**config.mk**
```make
export PLATFORM = sky130hd
export DESIGN_NAME = avr_qmul
export DESIGN_NICKNAME = d
export VERILOG_FILES = /design/src/rtl/avr_pkg.sv /design/src/rtl/avr_qmul.sv
export SDC_FILE = /design/constraint.sdc
export NUM_CORES = 2
export LEC_CHECK = 0
export ABC_AREA = 1
export CAP_MARGIN = 20
export CORE_AREA = 8 8 331 333
export DETAILED_ROUTE_END_ITERATION = 16
export DIE_AREA = 0 0 339 341
export DONT_BUFFER_PORTS = 1
export GPL_TIMING_DRIVEN = 0
export HOLD_SLACK_MARGIN = 0.02
export MAX_ROUTING_LAYER = met4
export PLACE_DENSITY_LB_ADDON = 0.3
export SLEW_MARGIN = 10
export SYNTH_ARGS = -nofsm -noshare
export SYNTH_HDL_FRONTEND = slang
export SYNTH_SLANG_ARGS = --single-unit
```
**constraint.sdc**
```tcl
create_clock -name clk -period 6.9 [get_ports clk]
set_input_delay 0.69 -clock clk [delete_from_list [all_inputs] [get_ports clk]]
set_output_delay 0.69 -clock clk [all_outputs]
set_load 0.01 [all_outputs]
```
**src/rtl/avr_pkg.sv**
```systemverilog
package avr_pkg;

  localparam int VEC_WIDTH    = 32;
  localparam int ANGLE_WIDTH  = 16;
  localparam int AXIS_WIDTH   = 16;
  localparam int TOL_WIDTH    = 14;
  localparam int CORDIC_STEPS = 30;
  localparam int CORD_W       = 34;
  localparam int Q_W          = 34;
  localparam int Q_FRAC       = 30;
  localparam int SPLIT        = 17;
  localparam int T_W          = VEC_WIDTH + 6;
  localparam int U_W          = VEC_WIDTH + 12;
  localparam int DEV_W        = 35;

  localparam logic [TOL_WIDTH-1:0] TOL_RESET = TOL_WIDTH'(16);
  localparam logic [31:0] PI_Q30 = 32'd3373259426;
  localparam logic signed [CORD_W-1:0] HALF_PI_Q30 = CORD_W'(1686629713);
  localparam logic signed [CORD_W-1:0] CORDIC_GAIN = CORD_W'(32'h26DD3B6A);
  localparam logic signed [DEV_W-1:0]  ONE_Q28 = DEV_W'(268435456);

  localparam logic signed [CORD_W-1:0] ATAN_TAB [CORDIC_STEPS] = '{
    34'h03243F6A8, 34'h01DAC6705, 34'h00FADBAFC, 34'h007F56EA6, 34'h003FEAB76,
    34'h001FFD55B, 34'h000FFFAAA, 34'h0007FFF55, 34'h0003FFFEA, 34'h0001FFFFD,
    34'h0000FFFFF, 34'h00007FFFF, 34'h00003FFFF, 34'h00001FFFF, 34'h00000FFFF,
    34'h000007FFF, 34'h000003FFF, 34'h000001FFF, 34'h000000FFF, 34'h0000007FF,
    34'h0000003FF, 34'h0000001FF, 34'h0000000FF, 34'h00000007F, 34'h00000003F,
    34'h00000001F, 34'h00000000F, 34'h000000008, 34'h000000004, 34'h000000002
  };

  typedef struct packed {
    logic signed [VEC_WIDTH-1:0]  vec_x;
    logic signed [VEC_WIDTH-1:0]  vec_y;
    logic signed [VEC_WIDTH-1:0]  vec_z;
    logic signed [AXIS_WIDTH-1:0] axis_x;
    logic signed [AXIS_WIDTH-1:0] axis_y;
    logic signed [AXIS_WIDTH-1:0] axis_z;
    logic [ANGLE_WIDTH-1:0]       angle;
  } in_data_t;

  typedef struct packed {
    logic signed [VEC_WIDTH-1:0] rot_x;
    logic signed [VEC_WIDTH-1:0] rot_y;
    logic signed [VEC_WIDTH-1:0] rot_z;
    logic                        axis_not_unit;
    logic                        saturated;
  } out_data_t;

endpackage

```
**src/rtl/avr_qmul.sv**
```systemverilog
module avr_qmul import avr_pkg::*; #(
  parameter int B_W = VEC_WIDTH
) (
  input  logic                          clk,
  input  logic signed [Q_W-1:0]         a,
  input  logic signed [B_W-1:0]         b,
  output logic signed [Q_W+B_W-31:0]    p
);

  logic signed [Q_W-SPLIT-1:0]   a_hi;
  logic signed [SPLIT:0]         a_lo;
  logic signed [Q_W-SPLIT+B_W-1:0] hi_r;
  logic signed [SPLIT+B_W:0]     lo_r;
  logic signed [Q_W+B_W-1:0]     full;

  assign a_hi = a[Q_W-1:SPLIT];
  assign a_lo = $signed({1'b0, a[SPLIT-1:0]});

  // two partial products, then exact floor of the full product
  always_ff @(posedge clk) begin
    hi_r <= a_hi * b;
    lo_r <= a_lo * b;
  end

  assign full = ((Q_W+B_W)'(hi_r) <<< SPLIT) + (Q_W+B_W)'(lo_r);

  always_ff @(posedge clk) begin
    p <= full[Q_W+B_W-1:Q_FRAC];
  end

endmodule

```
==> results.txt <==
Sequential elements use 5.072% of the synthesized area. The cell with the largest stage delay on the worst path is sky130_fd_sc_hd__clkbuf_1. The number of unique standard cell types used by synthesis came out at 35. The worst setup path is launched from an input pin. The worst setup path is captured at a flip-flop.

Summing all flip-flop and latch instances after layout gives 2362 sq um. Cells fill 47.02% of the core in the end. The weighted congestion reported at the end of routability-driven placement came out at 1.033. The ratio of routed vias to standard cells came out at 5.099. The number of max-slew violations in the final report came out at 0. The detailed router's first-iteration violation count is 3413. The mapped cell area is 46570 sq um. Synthesis handed over a netlist of 6372 instances.

The number of clock sinks came out at 118. In this run the core area contains 119 standard-cell rows. The gate family responsible for the most delay along the worst path is adder cells.

The global-route wire length before repair is 261200 um. In the synthesized netlist the async set-or-reset flop fraction comes to 0%. The slack of the worst reg-to-reg path is 4.42 ns. The minimum period implied by the final worst setup slack is 6.820 ns. The routed wirelength normalized by instance count came out at 22.07 um. The min-delay analysis places its worst path in the category reg -> reg. For this design the top-level I/O count stands at 103. The data required time of the worst path came out at 7.20 ns.

Summed over all nets, the half-perimeter wirelength after detailed placement is 150000 um. After clock tree synthesis, the flow added hold-fix buffers numbering 0. The setup total negative slack came out at 0 ns. The die outline height came out at 341 um. The library cell used most frequently in the layout, excluding fill and tap cells, is sky130_fd_sc_hd__inv_1. The number of synthesized register bits came out at 118.

The transition time at the pin with the least slew margin came out at 1.134 ns. The number of antenna violations at the first check in global routing came out at 9. The total routed wirelength is 172500 um.

The library cell appearing most often on the critical path is sky130_fd_sc_hd__fa_1. The remaining antenna violation count after routing is 0. The layout has 10670 filler cells.

The residual overflow from global routing is 0. The count of buffer and inverter cells on the critical path came out at 8. The via count of the first global-routing pass is 42260. Dividing the synthesized area by the synthesized cell count gives 7.309 sq um. The endpoint arrival time on the critical path came out at 7.12 ns.

The number of buffers inserted during clock tree synthesis came out at 17. CTS built an H-tree with a depth of 4. The floorplan step defined a die boundary enclosing 115600 sq um.

Setup violations remaining at the end of the flow were counted as 0. The delay of the slowest cell on the worst path is 0.58 ns. The register clock-pin slew on the reported worst setup and hold paths came out at 0.07 ns. Compared with the post-synthesis result, the final layout area differs by 5.365%. The die width is 339 um. The largest buffer count on any clock path came out at 2. Traced cell by cell, the critical path runs through clkbuf_1 > clkbuf_2 > buf_8 > nand2_1 > fa_1 > inv_1 > fa_1 > fa_1 > fa_1 > fa_1 > inv_1 > fa_1 > inv_1 > ha_1 > a21oi_1 > o21ai_0 > inv_1 > nand2_1 > inv_1 > nand3_1 > xor2_1.

The final hold violation count came out at 0. In this run, placement finished with an instance count of 7767. The total nets after synthesis is 7756.

The flow ran to the end, and the final reports show no timing, DRC or antenna violations. The worst clock skew on the final layout came out at 0.01895 ns. The number of violations of the max-capacitance limit is 0. The share of the clock period used by the worst path came out at 98.85%. The final cell count without fillers is 7816. The flip-flop cell with the highest count after synthesis is sky130_fd_sc_hd__dfxtp_1. The number of remaining DRC errors is 0.

The core box area came out at 104400 sq um. The largest net degree at the start of global routing came out at 18. For this configuration, the core starts out at a cell density of 44.62%. Summing all multi-input logic gate instances after layout gives 36020 sq um.

The library cells used most frequently in the layout, excluding fill and tap cells, are sky130_fd_sc_hd__inv_1, sky130_fd_sc_hd__nand2_1, sky130_fd_sc_hd__fa_1, sky130_fd_sc_hd__ha_1, sky130_fd_sc_hd__nor2_1. The worst-skew pair later-pin latency came out at 0.46 ns. The highest fanout seen on the critical path is 7. The first detailed-routing pass took 7 iterations.

The number of vias after detailed routing is 39850. Timing would allow up to 0.1466 GHz. The worst slew slack as a fraction of its limit is 24.41%.

For this run, the post-layout net count is 7779. The number of I/O port buffers is 0. The number of flops mapped to enable cells by yosys came out at 0. The clock root buffer is sky130_fd_sc_hd__clkbuf_16.

The fraction of final layout cells sized beyond drive strength 1 is 3.121%. The TritonCTS clock tree is built. The total global-route track usage came out at 30.96%. The critical path in this run is classified as in -> reg. The number of warnings issued by yosys came out at 0.
==> path summary, 6_finish.rpt <==
check | startpoint | endpoint | cells past startpoint
worst max-delay path | b[10] | hi_r[21] | 21
worst min-delay path | hi_r[48] | p[35] | 3
worst max register to register | lo_r[49] | p[26] | 8
worst min register to register | hi_r[48] | p[35] | 3
==> through the flow <==
step / cell area, sq um / setup slack [ns] / hold WS, ns
final: 49070 / 0.07957 / 0.6187
after floorplan: 46570 / 0.9783 / 0.5143
after global routing: 49060 / -0.02876 / 0.6545
after CTS: 48940 / 0.005896 / 0.6397
after global placement: 48310 / -0.8656 / 0.6306
after detailed placement: 48370 / -0.8533 / 0.6442
==> Yosys cell counts, types with 3 or more instances <==
cell type,n,area [sq um]
sky130_fd_sc_hd__inv_1,1945,7301
sky130_fd_sc_hd__nand2_1,1900,7132
sky130_fd_sc_hd__fa_1,1040,20820
sky130_fd_sc_hd__ha_1,277,3466
sky130_fd_sc_hd__nor2_1,223,837.1
sky130_fd_sc_hd__clkbuf_1,218,818.3
sky130_fd_sc_hd__a21oi_1,164,820.8
sky130_fd_sc_hd__nand3_1,121,605.6
sky130_fd_sc_hd__dfxtp_1,118,2362
sky130_fd_sc_hd__o21ai_0,92,460.4
sky130_fd_sc_hd__xor2_1,60,525.5
sky130_fd_sc_hd__nand4_1,43,269.0
sky130_fd_sc_hd__nand2_2,29,181.4
sky130_fd_sc_hd__nor2_2,18,112.6
sky130_fd_sc_hd__nor3_1,17,85.08
sky130_fd_sc_hd__o21bai_1,16,120.1
sky130_fd_sc_hd__xnor2_1,14,122.6
sky130_fd_sc_hd__buf_1,11,41.29
sky130_fd_sc_hd__nor3_2,10,100.1
sky130_fd_sc_hd__inv_2,7,26.28
sky130_fd_sc_hd__nand3b_1,6,45.04
sky130_fd_sc_hd__o21ai_1,6,30.03
sky130_fd_sc_hd__or2_2,6,37.54
sky130_fd_sc_hd__a21o_1,5,37.54
sky130_fd_sc_hd__and2_1,5,31.28
sky130_fd_sc_hd__a21boi_0,3,22.52
sky130_fd_sc_hd__and3_1,3,18.77
sky130_fd_sc_hd__nand3_2,3,30.03
==> worst min-delay path: stages (launching register included) <==
cell                      delay, ns
sky130_fd_sc_hd__dfxtp_1       0.32
sky130_fd_sc_hd__xnor2_1       0.13
sky130_fd_sc_hd__nand2_1       0.09
sky130_fd_sc_hd__nand2_1       0.04
==> per-layer routing <==
layer | wire (um) | part of all wire, % | GRT usage (%)
met1 | 67070 | 39 | 37.80
met2 | 78380 | 45 | 49.44
met3 | 16480 | 9.6 | 6.262
met4 | 10590 | 6.1 | 14.49
met5 | 0 | 0 | -
==> cells by family (layout without fill, tap and decap cells) <==
family | after synthesis | after routing | synth area share, %
other cells | 0 | 17 | 0
buf+inv | 2181 | 2217 | 17.58
simple gates | 2391 | 2391 | 20.52
flops | 118 | 118 | 5.072
xor+xnor | 74 | 74 | 1.392
fa+ha+maj | 1317 | 1317 | 52.15
compound gates | 291 | 291 | 3.296
==> state kept, by name (all words and copies together) (netlist names) <==
name and cells:
hi_r 49, p 36, lo_r 33
==> area by class of cell <==
cell class | instances | share of cell area, %
Tap cell | 1391 | 3.547
Buffer | 229 | 1.994
Antenna cell | 17 | 0.08669
Inverter | 1952 | 14.93
Clock buffer | 19 | 0.9026
Timing Repair Buffer | 4 | 0.1147
Clock inverter | 13 | 0.1989
Multi-Input combinational cell | 4073 | 73.41
Sequential cell | 118 | 4.814
==> timing repair <==
action	in CTS	in global routing
setup buffers	0	0
setup endpoints to repair	55	58
gates resized for setup	26	149
Power is left out: the tool's default activity adds up to more than one toggle a clock period on the data nets, which glitch-free logic cannot reach.
